File: config.mk
export PLATFORM = sky130hd
export DESIGN_NAME = aligned_channel_split_flat
export DESIGN_NICKNAME = d
export VERILOG_FILES = /design/src/design/acs_pkg.sv /design/src/design/acs_channels.sv /design/src/design/acs_geom.sv /design/src/design/aligned_channel_split.sv /design/src/flat_wrapper.sv
export SDC_FILE = /design/constraint.sdc
export NUM_CORES = 2
export LEC_CHECK = 0
export BUFFER_PORTS_ARGS = -buffer_cell sky130_fd_sc_hd__buf_4
export CELL_PAD_IN_SITES_DETAIL_PLACEMENT = 1
export CELL_PAD_IN_SITES_GLOBAL_PLACEMENT = 1
export CORE_MARGIN = 2
export CORE_UTILIZATION = 50
export DETAILED_ROUTE_END_ITERATION = 16
export PLACE_DENSITY_LB_ADDON = 0.05
export SLEW_MARGIN = 20
export SYNTH_ARGS = -nofsm -noshare
export SYNTH_HDL_FRONTEND = slang
export SYNTH_SLANG_ARGS = --single-unit
File: constraint.sdc
create_clock -name clock -period 30.8 [get_ports clock]
set_clock_uncertainty 0.1 [all_clocks]
set_input_delay 4.62 -clock clock [delete_from_list [all_inputs] [get_ports clock]]
set_output_delay 4.62 -clock clock [all_outputs]
set_load 0.01 [all_outputs]
File: src/design/acs_pkg.sv
// shared types, constants and helpers for the aligned channel split block
// no dependencies; imported by acs_geom, aligned_channel_split and the testbench

package acs_pkg;

   // default sizing handed to the top-level parameters
   localparam int ACS_MAX_PARTS = 4;
   localparam int ACS_ALIGN     = 16;

   // field limits fixed by the register widths
   localparam logic [11:0] MAX_DIM = 12'd2048;
   localparam logic [11:0] MAX_CH  = 12'd1024;

   // product of channel sum (13 bits) and width (12 bits) never exceeds 2^23
   localparam int PROD_W   = 24;
   // one part's padded row size: at most 1024 * 2048 plus alignment padding
   localparam int STRIDE_W = 22;

   // configuration register indexes
   localparam logic [2:0] REG_PART_COUNT = 3'd0;
   localparam logic [2:0] REG_HEIGHT     = 3'd1;
   localparam logic [2:0] REG_WIDTH      = 3'd2;
   localparam logic [2:0] REG_PART0_CH   = 3'd3;
   localparam logic [2:0] REG_PART1_CH   = 3'd4;
   localparam logic [2:0] REG_PART2_CH   = 3'd5;
   localparam logic [2:0] REG_PART3_CH   = 3'd6;

   typedef struct packed {
      logic [2:0]       part_count;
      logic [11:0]      image_height;
      logic [11:0]      image_width;
      logic [3:0][10:0] part_channels;
   } acs_cfg_type;

   // zero acts as one, anything above the limit acts as the limit
   function automatic logic [11:0] clamp_reg(input logic [11:0] value,
                                             input logic [11:0] limit);
      logic [11:0] result;
      if (value == 12'd0) begin
         result = 12'd1;
      end else if (value > limit) begin
         result = limit;
      end else begin
         result = value;
      end
      return result;
   endfunction

endpackage

File: src/design/acs_channels.sv
// valid/ready channel interfaces for the aligned channel split block
// no dependencies

interface acs_req_if;
   logic              valid;
   logic              ready;
   logic signed [7:0] pixel_byte;

   modport source (output valid, output pixel_byte, input ready);
   modport sink   (input valid, input pixel_byte, output ready);
endinterface

interface acs_rsp_if;
   logic              valid;
   logic              ready;
   logic [1:0]        part_index;
   logic [31:0]       dest_offset;
   logic signed [7:0] out_byte;
   logic              image_done;

   modport source (output valid, output part_index, output dest_offset,
                   output out_byte, output image_done, input ready);
   modport sink   (input valid, input part_index, input dest_offset,
                   input out_byte, input image_done, output ready);
endinterface

File: src/design/acs_geom.sv
// row geometry unit: padded row size of each part and source row padding
// depends on acs_pkg; one shared multiplier and a reciprocal-multiply remainder

module acs_geom import acs_pkg::*; #(
   parameter int MAX_PARTS = ACS_MAX_PARTS,
   parameter int ALIGN     = ACS_ALIGN
) (
   input  logic                                     clock,
   input  logic                                     reset,
   input  logic                                     start,
   input  acs_cfg_type                              cfg,
   output logic                                     busy,
   output logic [((ALIGN > 1) ? $clog2(ALIGN) : 1)-1:0] row_pad,
   output logic [STRIDE_W-1:0]                      strides [MAX_PARTS]
);

   localparam int PAD_W  = (ALIGN > 1) ? $clog2(ALIGN) : 1;
   localparam int R_W    = $clog2(ALIGN) + 1;
   localparam int JOB_W  = $clog2(MAX_PARTS + 1);
   localparam int PART_W = (MAX_PARTS > 1) ? $clog2(MAX_PARTS) : 1;

   // scaled reciprocal of ALIGN, exact quotient for every product below 2^PROD_W
   localparam int RCP_SH = PROD_W + $clog2(ALIGN);
   localparam int RCP_W  = PROD_W + 1;
   localparam int QP_W   = PROD_W + RCP_W;
   localparam logic [RCP_W-1:0] RECIP =
      RCP_W'(((64'd1 << RCP_SH) + 64'(ALIGN) - 64'd1) / 64'(ALIGN));

   localparam logic [PROD_W-1:0]  ALIGN_P  = PROD_W'(ALIGN);
   localparam logic [R_W-1:0]     ALIGN_R  = R_W'(ALIGN);
   localparam logic [JOB_W-1:0]   LAST_JOB = JOB_W'(MAX_PARTS);

   localparam logic [2:0] ST_IDLE  = 3'd0;
   localparam logic [2:0] ST_MUL   = 3'd1;
   localparam logic [2:0] ST_DIV   = 3'd2;
   localparam logic [2:0] ST_REM   = 3'd3;
   localparam logic [2:0] ST_STORE = 3'd4;

   logic [2:0]          state_ff, state_in;
   logic [JOB_W-1:0]    job_ff, job_in;
   logic [PROD_W-1:0]   prod_ff;
   logic [PROD_W-1:0]   quot_ff;
   logic [R_W-1:0]      rem_ff;
   logic [PAD_W-1:0]    row_pad_ff;
   logic [STRIDE_W-1:0] stride_ff [MAX_PARTS];

   logic [12:0]         total;
   logic [12:0]         mul_a;
   logic [24:0]         prod_full;
   logic [2:0]          job_ext;
   logic [QP_W-1:0]     recip_prod;
   logic [QP_W-1:0]     quot_full;
   logic [PROD_W-1:0]   rem_full;
   logic [R_W-1:0]      pad_full;
   logic [PAD_W-1:0]    pad_val;
   logic [STRIDE_W-1:0] stride_val;
   logic [PART_W-1:0]   job_part;

   // channel sum over the active parts
   always_comb begin
      total = 13'd0;
      for (int i = 0; i < 4; i++) begin
         if (3'(i) < cfg.part_count) begin
            total = total + 13'(cfg.part_channels[i]);
         end
      end
   end

   assign job_ext   = 3'(job_ff);
   assign job_part  = PART_W'(job_ff);
   assign mul_a     = (job_ff < LAST_JOB) ? 13'(cfg.part_channels[job_ext[1:0]]) : total;
   assign prod_full = {12'd0, mul_a} * {13'd0, cfg.image_width};

   // quotient by reciprocal multiply, remainder from the registered quotient in the following state
   assign recip_prod = {{RCP_W{1'b0}}, prod_ff} * {{PROD_W{1'b0}}, RECIP};
   assign quot_full  = recip_prod >> RCP_SH;
   assign rem_full   = prod_ff - (quot_ff * ALIGN_P);

   assign pad_full = (rem_ff == '0) ? '0 : (ALIGN_R - rem_ff);
   assign pad_val  = pad_full[PAD_W-1:0];
   assign stride_val = prod_ff[STRIDE_W-1:0] + STRIDE_W'(pad_val);

   always_comb begin
      state_in = state_ff;
      job_in   = job_ff;
      unique case (state_ff)
         ST_IDLE: begin
         end
         ST_MUL: begin
            state_in = ST_DIV;
         end
         ST_DIV: begin
            state_in = ST_REM;
         end
         ST_REM: begin
            state_in = ST_STORE;
         end
         ST_STORE: begin
            if (job_ff == LAST_JOB) begin
               state_in = ST_IDLE;
            end else begin
               job_in   = job_ff + 1'b1;
               state_in = ST_MUL;
            end
         end
         default: begin
            state_in = ST_IDLE;
         end
      endcase
      // a configuration write restarts the whole sweep
      if (start) begin
         state_in = ST_MUL;
         job_in   = '0;
      end
   end

   always_ff @(posedge clock) begin
      if (reset) begin
         state_ff <= ST_MUL;
         job_ff   <= '0;
      end else begin
         state_ff <= state_in;
         job_ff   <= job_in;
      end
   end

   always_ff @(posedge clock) begin
      if (state_ff == ST_MUL) begin
         prod_ff <= prod_full[PROD_W-1:0];
      end
      if (state_ff == ST_DIV) begin
         quot_ff <= quot_full[PROD_W-1:0];
      end
      if (state_ff == ST_REM) begin
         rem_ff <= rem_full[R_W-1:0];
      end
      if (state_ff == ST_STORE) begin
         if (job_ff == LAST_JOB) begin
            row_pad_ff <= pad_val;
         end else begin
            stride_ff[job_part] <= stride_val;
         end
      end
   end

   assign busy    = (state_ff != ST_IDLE);
   assign row_pad = row_pad_ff;
   assign strides = stride_ff;

endmodule

File: src/design/aligned_channel_split.sv
// aligned channel split: a result is registered after its byte is accepted
// (one memory stage, one output register)
// throughput: one source byte per cycle unless stalled; padding bytes give no transfer
// after reset and after every csr write the input is held off while the geometry unit
// recomputes row sizes with one shared multiplier
// reset (synchronous) sets config registers to 1, clears counters, row bases and pointer valid bits

module aligned_channel_split import acs_pkg::*; #(
   parameter int MAX_PARTS = ACS_MAX_PARTS,
   parameter int ALIGN     = ACS_ALIGN
) (
   input  logic              clock,
   input  logic              reset,
   input  logic              csr_wr_en,
   input  logic [2:0]        csr_index,
   input  logic [11:0]       csr_wdata,
   acs_req_if.sink           req_chan,
   acs_rsp_if.source         rsp_chan
);

   localparam int PAD_W  = (ALIGN > 1) ? $clog2(ALIGN) : 1;
   localparam int PART_W = (MAX_PARTS > 1) ? $clog2(MAX_PARTS) : 1;

   // configuration registers, stored already clamped
   acs_cfg_type cfg_ff, cfg_in;

   // position counters
   logic [10:0]      row_ff, row_in;
   logic [10:0]      col_ff, col_in;
   logic [PART_W-1:0] part_ff, part_in;
   logic [9:0]       chan_ff, chan_in;
   logic [PAD_W-1:0] pad_ff, pad_in;

   // geometry unit results
   logic                geom_busy;
   logic [PAD_W-1:0]    row_pad;
   logic [STRIDE_W-1:0] strides [MAX_PARTS];

   // memory stage
   logic              s1_valid_ff, s1_valid_in;
   logic [PART_W-1:0] s1_part_ff;
   logic signed [7:0] s1_byte_ff;
   logic              s1_row_end_ff;
   logic              s1_done_ff;
   logic              s1_fwd_ff;
   logic [31:0]       s1_fwd_data_ff;
   logic [31:0]       rd_data_ff;

   // write pointer store, with one valid bit per part; invalid reads as row base
   logic [31:0]          wp_mem [MAX_PARTS];
   logic [MAX_PARTS-1:0] wp_valid_ff, wp_valid_in;
   logic [31:0]          row_base_ff [MAX_PARTS];
   logic [31:0]          row_base_in [MAX_PARTS];

   // output register
   logic              rsp_valid_ff, rsp_valid_in;
   logic [1:0]        out_part_ff;
   logic [31:0]       out_offset_ff;
   logic signed [7:0] out_byte_ff;
   logic              out_done_ff;

   logic        req_fire;
   logic        emit;
   logic        out_free;
   logic        s1_go;
   logic [10:0] ch_lim;
   logic        chan_last, part_last, col_last, row_last, row_end, img_end;
   logic [31:0] wp_cur, wp_next;

   //------------------------------------------------------------------
   // configuration writes
   //------------------------------------------------------------------
   always_comb begin
      cfg_in = cfg_ff;
      if (csr_wr_en) begin
         unique case (csr_index)
            REG_PART_COUNT: cfg_in.part_count =
               3'(clamp_reg({9'd0, csr_wdata[2:0]}, 12'(MAX_PARTS)));
            REG_HEIGHT:   cfg_in.image_height = clamp_reg(csr_wdata, MAX_DIM);
            REG_WIDTH:    cfg_in.image_width  = clamp_reg(csr_wdata, MAX_DIM);
            REG_PART0_CH: cfg_in.part_channels[0] =
               11'(clamp_reg({1'b0, csr_wdata[10:0]}, MAX_CH));
            REG_PART1_CH: cfg_in.part_channels[1] =
               11'(clamp_reg({1'b0, csr_wdata[10:0]}, MAX_CH));
            REG_PART2_CH: cfg_in.part_channels[2] =
               11'(clamp_reg({1'b0, csr_wdata[10:0]}, MAX_CH));
            REG_PART3_CH: cfg_in.part_channels[3] =
               11'(clamp_reg({1'b0, csr_wdata[10:0]}, MAX_CH));
            default: begin
            end
         endcase
      end
   end

   // padded row sizes and source padding, recomputed after each write
   acs_geom #(
      .MAX_PARTS (MAX_PARTS),
      .ALIGN     (ALIGN)
   ) u_geom (
      .clock   (clock),
      .reset   (reset),
      .start   (csr_wr_en),
      .cfg     (cfg_ff),
      .busy    (geom_busy),
      .row_pad (row_pad),
      .strides (strides)
   );

   //------------------------------------------------------------------
   // handshake: the output register parts the two sides
   //------------------------------------------------------------------
   assign out_free       = !rsp_valid_ff || rsp_chan.ready;
   assign s1_go          = s1_valid_ff && out_free;
   assign req_chan.ready = !geom_busy && (!s1_valid_ff || out_free);
   assign req_fire       = req_chan.valid && req_chan.ready;
   // padding bytes are swallowed here and never reach the memory stage
   assign emit           = req_fire && (pad_ff == '0);

   //------------------------------------------------------------------
   // position counters; each end test is "reached or passed"
   //------------------------------------------------------------------
   assign ch_lim    = cfg_ff.part_channels[2'(part_ff)];
   assign chan_last = (11'(chan_ff) + 11'd1) >= ch_lim;
   assign part_last = (3'(part_ff) + 3'd1) >= cfg_ff.part_count;
   assign col_last  = (12'(col_ff) + 12'd1) >= cfg_ff.image_width;
   assign row_last  = (12'(row_ff) + 12'd1) >= cfg_ff.image_height;
   assign row_end   = chan_last && part_last && col_last;
   assign img_end   = row_end && row_last;

   always_comb begin
      row_in  = row_ff;
      col_in  = col_ff;
      part_in = part_ff;
      chan_in = chan_ff;
      pad_in  = pad_ff;
      if (req_fire) begin
         if (pad_ff != '0) begin
            pad_in = pad_ff - 1'b1;
         end else if (!chan_last) begin
            chan_in = chan_ff + 10'd1;
         end else begin
            chan_in = '0;
            if (!part_last) begin
               part_in = part_ff + 1'b1;
            end else begin
               part_in = '0;
               if (!col_last) begin
                  col_in = col_ff + 11'd1;
               end else begin
                  col_in = '0;
                  // source row padding from the registers as they stand now
                  pad_in = row_pad;
                  row_in = row_last ? 11'd0 : (row_ff + 11'd1);
               end
            end
         end
      end
   end

   //------------------------------------------------------------------
   // memory stage: read-modify-write of the part's write pointer
   //------------------------------------------------------------------
   always_comb begin
      if (!wp_valid_ff[s1_part_ff]) begin
         wp_cur = row_base_ff[s1_part_ff];
      end else if (s1_fwd_ff) begin
         // previous transfer wrote this part at the edge this one was read
         wp_cur = s1_fwd_data_ff;
      end else begin
         wp_cur = rd_data_ff;
      end
   end
   assign wp_next = wp_cur + 32'd1;

   always_comb begin
      wp_valid_in = wp_valid_ff;
      row_base_in = row_base_ff;
      if (s1_go) begin
         if (s1_row_end_ff) begin
            // every pointer falls back to its (new) row base
            wp_valid_in = '0;
            for (int i = 0; i < MAX_PARTS; i++) begin
               row_base_in[i] = s1_done_ff ? 32'd0 : (row_base_ff[i] + 32'(strides[i]));
            end
         end else begin
            wp_valid_in[s1_part_ff] = 1'b1;
         end
      end
   end

   always_comb begin
      s1_valid_in = s1_valid_ff;
      if (emit) begin
         s1_valid_in = 1'b1;
      end else if (s1_go) begin
         s1_valid_in = 1'b0;
      end
   end

   always_comb begin
      rsp_valid_in = rsp_valid_ff;
      if (s1_go) begin
         rsp_valid_in = 1'b1;
      end else if (rsp_chan.ready) begin
         rsp_valid_in = 1'b0;
      end
   end

   // pointer memory, registered read
   always_ff @(posedge clock) begin
      if (s1_go) begin
         wp_mem[s1_part_ff] <= wp_next;
      end
      if (emit) begin
         rd_data_ff <= wp_mem[part_ff];
      end
   end

   // stage and output payload
   always_ff @(posedge clock) begin
      if (emit) begin
         s1_part_ff     <= part_ff;
         s1_byte_ff     <= req_chan.pixel_byte;
         s1_row_end_ff  <= row_end;
         s1_done_ff     <= img_end;
         s1_fwd_ff      <= s1_go && (s1_part_ff == part_ff);
         s1_fwd_data_ff <= wp_next;
      end
      if (s1_go) begin
         out_part_ff   <= 2'(s1_part_ff);
         out_offset_ff <= wp_cur;
         out_byte_ff   <= s1_byte_ff;
         out_done_ff   <= s1_done_ff;
      end
   end

   // control state
   always_ff @(posedge clock) begin
      if (reset) begin
         cfg_ff.part_count   <= 3'd1;
         cfg_ff.image_height <= 12'd1;
         cfg_ff.image_width  <= 12'd1;
         for (int i = 0; i < 4; i++) begin
            cfg_ff.part_channels[i] <= 11'd1;
         end
         row_ff       <= '0;
         col_ff       <= '0;
         part_ff      <= '0;
         chan_ff      <= '0;
         pad_ff       <= '0;
         s1_valid_ff  <= 1'b0;
         wp_valid_ff  <= '0;
         rsp_valid_ff <= 1'b0;
         for (int i = 0; i < MAX_PARTS; i++) begin
            row_base_ff[i] <= '0;
         end
      end else begin
         cfg_ff       <= cfg_in;
         row_ff       <= row_in;
         col_ff       <= col_in;
         part_ff      <= part_in;
         chan_ff      <= chan_in;
         pad_ff       <= pad_in;
         s1_valid_ff  <= s1_valid_in;
         wp_valid_ff  <= wp_valid_in;
         rsp_valid_ff <= rsp_valid_in;
         row_base_ff  <= row_base_in;
      end
   end

   assign rsp_chan.valid       = rsp_valid_ff;
   assign rsp_chan.part_index  = out_part_ff;
   assign rsp_chan.dest_offset = out_offset_ff;
   assign rsp_chan.out_byte    = out_byte_ff;
   assign rsp_chan.image_done  = out_done_ff;

endmodule

File: src/flat_wrapper.sv
// flat-port wrapper written by rule: the top's interface ports become plain ports
module aligned_channel_split_flat import acs_pkg::*;
#(
   parameter int MAX_PARTS = ACS_MAX_PARTS,
   parameter int ALIGN     = ACS_ALIGN
)
  (clock, reset, csr_wr_en, csr_index, csr_wdata, req_chan_valid, req_chan_pixel_byte, req_chan_ready, rsp_chan_valid, rsp_chan_part_index, rsp_chan_dest_offset, rsp_chan_out_byte, rsp_chan_image_done, rsp_chan_ready);
  acs_req_if req_chan_i ();
  acs_rsp_if rsp_chan_i ();
  input  logic clock;
  input  logic reset;
  input  logic csr_wr_en;
  input  logic [2:0] csr_index;
  input  logic [11:0] csr_wdata;
  input wire logic [$bits(req_chan_i.valid)-1:0] req_chan_valid;
  input wire logic [$bits(req_chan_i.pixel_byte)-1:0] req_chan_pixel_byte;
  output wire logic [$bits(req_chan_i.ready)-1:0] req_chan_ready;
  output wire logic [$bits(rsp_chan_i.valid)-1:0] rsp_chan_valid;
  output wire logic [$bits(rsp_chan_i.part_index)-1:0] rsp_chan_part_index;
  output wire logic [$bits(rsp_chan_i.dest_offset)-1:0] rsp_chan_dest_offset;
  output wire logic [$bits(rsp_chan_i.out_byte)-1:0] rsp_chan_out_byte;
  output wire logic [$bits(rsp_chan_i.image_done)-1:0] rsp_chan_image_done;
  input wire logic [$bits(rsp_chan_i.ready)-1:0] rsp_chan_ready;
  assign req_chan_i.valid = req_chan_valid;
  assign req_chan_i.pixel_byte = req_chan_pixel_byte;
  assign req_chan_ready = req_chan_i.ready;
  assign rsp_chan_valid = rsp_chan_i.valid;
  assign rsp_chan_part_index = rsp_chan_i.part_index;
  assign rsp_chan_dest_offset = rsp_chan_i.dest_offset;
  assign rsp_chan_out_byte = rsp_chan_i.out_byte;
  assign rsp_chan_image_done = rsp_chan_i.image_done;
  assign rsp_chan_i.ready = rsp_chan_ready;
  aligned_channel_split #(.MAX_PARTS(MAX_PARTS), .ALIGN(ALIGN)) u_core (.clock(clock), .reset(reset), .csr_wr_en(csr_wr_en), .csr_index(csr_index), .csr_wdata(csr_wdata), .req_chan(req_chan_i), .rsp_chan(rsp_chan_i));
endmodule
==> flow_metrics.py <==
metrics = {
    "status": {
        "outcome": "completed",
    },
    "global_route": {
        "grt_pass1_wl_um": 164000,
        "grt_use_total_pct": 28.3,
        "overflow": 0,
        "grt_pass1_vias": 28500,
        "grt_max_degree": 73,
        "antenna_found_initial": 0,
    },
    "worst_setup_path": {
        "reg2reg_depth": 44,
        "crit_top_cell": "fa_1",
        "cp-end-kind": "flop",
        "rrSetupSlack_ns": 19.17,
        "crit_path_start_kind": "flop",
        "critPathTopFamily": "adder cells",
        "worst-path-buf-inv": 4,
        "slowest_stage": "dfxtp_1",
        "critPathMaxStageDelay_ns": 0.61,
        "reg2reg_from": "u_core.cfg_ff[70]$_SDFFE_PP0P_",
        "cp.arrival_ns": 11.89,
        "crit_type": "flop to flop",
        "r2r-end": "u_core.u_geom.prod_ff[21]$_DFFE_PP_",
        "cp-startpoint": "u_core.cfg_ff[70]$_SDFFE_PP0P_",
        "cp_max_fo": 25,
        "crit_required_ns": 31.06,
    },
    "timing": {
        "hold_viol_final": 0,
        "rsz0062_at_grt": "no",
        "fin_crit_ns": 11.63,
        "fin_tns_setup_ns": 0,
        "max_slew_margin_pct": 27.2,
        "fmax_ghz": 0.0860,
        "slew_violations": 0,
        "max_slew.worst_pin.slew_ns": 1.06,
        "setup_violations": 0,
        "min_period_over_period_pct": 37.8,
    },
    "yosys": {
        "ys.flop_type": "edfxtp_1",
        "synthTopCellsByArea": "edfxtp_1, dfxtp_1, ha_1",
        "synthCells": 3418,
        "yosys.area.top_type": "edfxtp_1",
        "synth_top_area_share_pct": 30.6,
        "synth_nets": 3792,
        "yosysSeqAreaShare_pct": 44.4,
        "synth.avg_cell_area_um2": 10.6,
        "async_flop_share_pct": 0,
        "yosys_warnings": 0,
        "ys_types": 75,
        "synth-seq-cells": 617,
        "synth_edf_count": 368,
        "syn_area_um2": 36100,
    },
    "power": {
        "swShare_pct": 23.8,
        "vdd_ir_drop_max_uv": 43.9,
        "p_clk_share_pct": 46.2,
        "pwr-share-comb_pct": 5.0,
        "switchingPower_uw": 438,
        "p_leak_uw": 0.0160,
        "p_int_uw": 1400,
        "powerDensity_nw_per_um2": 46.0,
        "power_frac_seq_pct": 48.8,
    },
    "clocking": {
        "post_cts_resized": 0,
        "clockRootBuffer": "clkbuf_16",
        "cts_buffers": 70,
        "htreeDepth": 3,
        "ctsHoldBuffers": 0,
        "cts_tree": "yes",
        "post_cts_buffers": 0,
        "clock_latency_ns": 0.65,
        "cts.sinks": 617,
        "clk_pin_slew_ns": 0.06,
        "clockBufferDepth": 3,
    },
    "placed_design": {
        "hpwl_um": 75400,
        "io_buffers": 72,
        "place_congestion": 0.874,
    },
    "cells_and_area": {
        "area_growth_syn_to_layout_pct": 10.8,
        "final_common_cell": "nand2_1",
        "diodes": 0,
        "drive_gt1_share_pct": 9.80,
        "mostFrequentLayoutCells": "nand2_1, edfxtp_1, a21oi_1",
        "nets": 3842,
        "final_core_util_pct": 56.0,
    },
    "floorplanning": {
        "io_pins": 73,
        "die-area_um2": 74400,
        "core_um2": 71500,
        "die_w_um": 273,
        "die_h_um": 273,
        "row_count": 98,
        "initial_core_util_pct": 50.5,
    },
    "drt": {
        "ant_nets": 0,
        "drt_wl_total_um": 104000,
        "drt-initial-drc-count": 1296,
        "vias": 26400,
        "vias_per_cell": 5.91,
        "route.detailed.drc": 0,
        "drt_pass1_iterations": 5,
        "wl_per_cell_um": 23.3,
    },
    "min_path": {
        "holdPathStages": 0,
        "min_to": "u_core.rsp_chan.out_byte[7]$_DFFE_PP_",
        "min_from": "u_core.s1_byte_ff[7]$_DFFE_PP_",
        "hp-class": "flop to flop",
    },
    "job": {
        "max_cap_viol_count": 0,
    },
}
-- logic make-up after synthesis --
logic type	Yosys count	synth area share (%)
and+or+nand+nor	998	12.8
AOI/OAI and AO/OA	739	12.7
DFF	617	44.4
buffers and inverters	382	4.06
adders and majority gates	350	14.5
xor gates and xnor gates	204	5.02
muxes	128	6.58
-- final cells by class --
class                      count  area [µm²]
clock inverter                27         344
tap                          950        1190
clock buffer                  99        1990
timing repair buffer         107         803
sequential                   617       16000
inverter                     253         952
fill                        7637       31500
multi-input combinational   2419       18700
-- worst max path at each step --
stage | end | slack (ns) | cells past startpoint
floorplan | u_core.u_geom.prod_ff[21]$_DFFE_PP_ | 20.50 | 43
global placement | u_core.u_geom.prod_ff[21]$_DFFE_PP_ | 19.65 | 43
detailed placement | u_core.u_geom.prod_ff[21]$_DFFE_PP_ | 19.27 | 44
CTS | u_core.u_geom.prod_ff[21]$_DFFE_PP_ | 19.20 | 44
global route | u_core.u_geom.prod_ff[21]$_DFFE_PP_ | 18.47 | 44
finish | u_core.u_geom.prod_ff[21]$_DFFE_PP_ | 19.17 | 44
-- flip-flops by register name, indices dropped and copies added, names as in the netlist, 3 cells and up --
register / flops
u_core.cfg_ff: 71
u_core.chan_ff: 10
u_core.col_ff: 11
u_core.pad_ff: 4
u_core.rd_data_ff: 32
u_core.row_base_ff: 128
u_core.row_ff: 11
u_core.rsp_chan.dest_offset: 32
u_core.rsp_chan.out_byte: 8
u_core.s1_byte_ff: 8
u_core.s1_fwd_data_ff: 32
u_core.u_geom.job_ext: 3
u_core.u_geom.prod_ff: 22
u_core.u_geom.rem_ff: 5
u_core.u_geom.row_pad: 4
u_core.u_geom.state_ff: 3
u_core.u_geom.strides: 88
u_core.wp_mem: 128
u_core.wp_valid_ff: 4
-- through the flow --
step                setup WS (ns)  power [µW]  hold slack, ns  area (µm²)  std cells
floorplan                   20.50         968           0.300       36100       3418
global route                18.47        1900           0.340       40000       4472
global placement            19.65        1000           0.300       37700       4346
detailed placement          19.27        1010           0.307       37700       4346
finish                      19.17        1840           0.320       40000       4472
CTS                         19.20        1850           0.321       40000       4472
-- worst reg2reg max path: cells and delay by family (launching register included) --
kind                       cells  cell delay (ns)
adders and majority gates     11             4.34
AOI/OAI and AO/OA             16             3.40
and+or+nand+nor                9             1.81
xor gates and xnor gates       4             0.82
DFF                            1             0.61
buffers and inverters          4             0.27
-- per-layer routing --
metal,track usage [%],wire [µm],vias up
li1,-,-,12200
met3,3.09,4310,145
met2,50.6,53100,611
met4,8.86,2820,0
met5,0,0,-
met1,36.0,44100,13400
-- Yosys cell counts (13+ instances only) --
cell type	number
o21bai_1	14
ha_1	230
nand3_1	56
buf_2	15
mux4_2	87
nor2b_1	46
edfxtp_1	368
buf_1	16
a31oi_1	23
mux2i_1	35
clkbuf_1	95
and2_1	60
dfxtp_1	249
o31ai_1	13
o21a_1	22
o21ai_0	196
a21o_1	79
nand4_1	15
xor2_1	102
nor2_1	174
and3_1	45
a22o_1	22
xnor2_1	100
nand3b_1	19
inv_1	253
a21oi_1	253
nand2b_1	27
nand2_1	452
or3_1	30
fa_1	116
nor3_1	44
-- power groups by stage --
stage / clock network (µW) / registers [µW] / logic (µW)
floorplan: 0 / 910 / 58.2
global placement: 0 / 914 / 88.8
detailed placement: 0 / 915 / 92.7
CTS: 864 / 897 / 93.4
global route: 896 / 898 / 101
finish: 849 / 897 / 92.7
No activity file was read; power rests on OpenSTA's default activity.
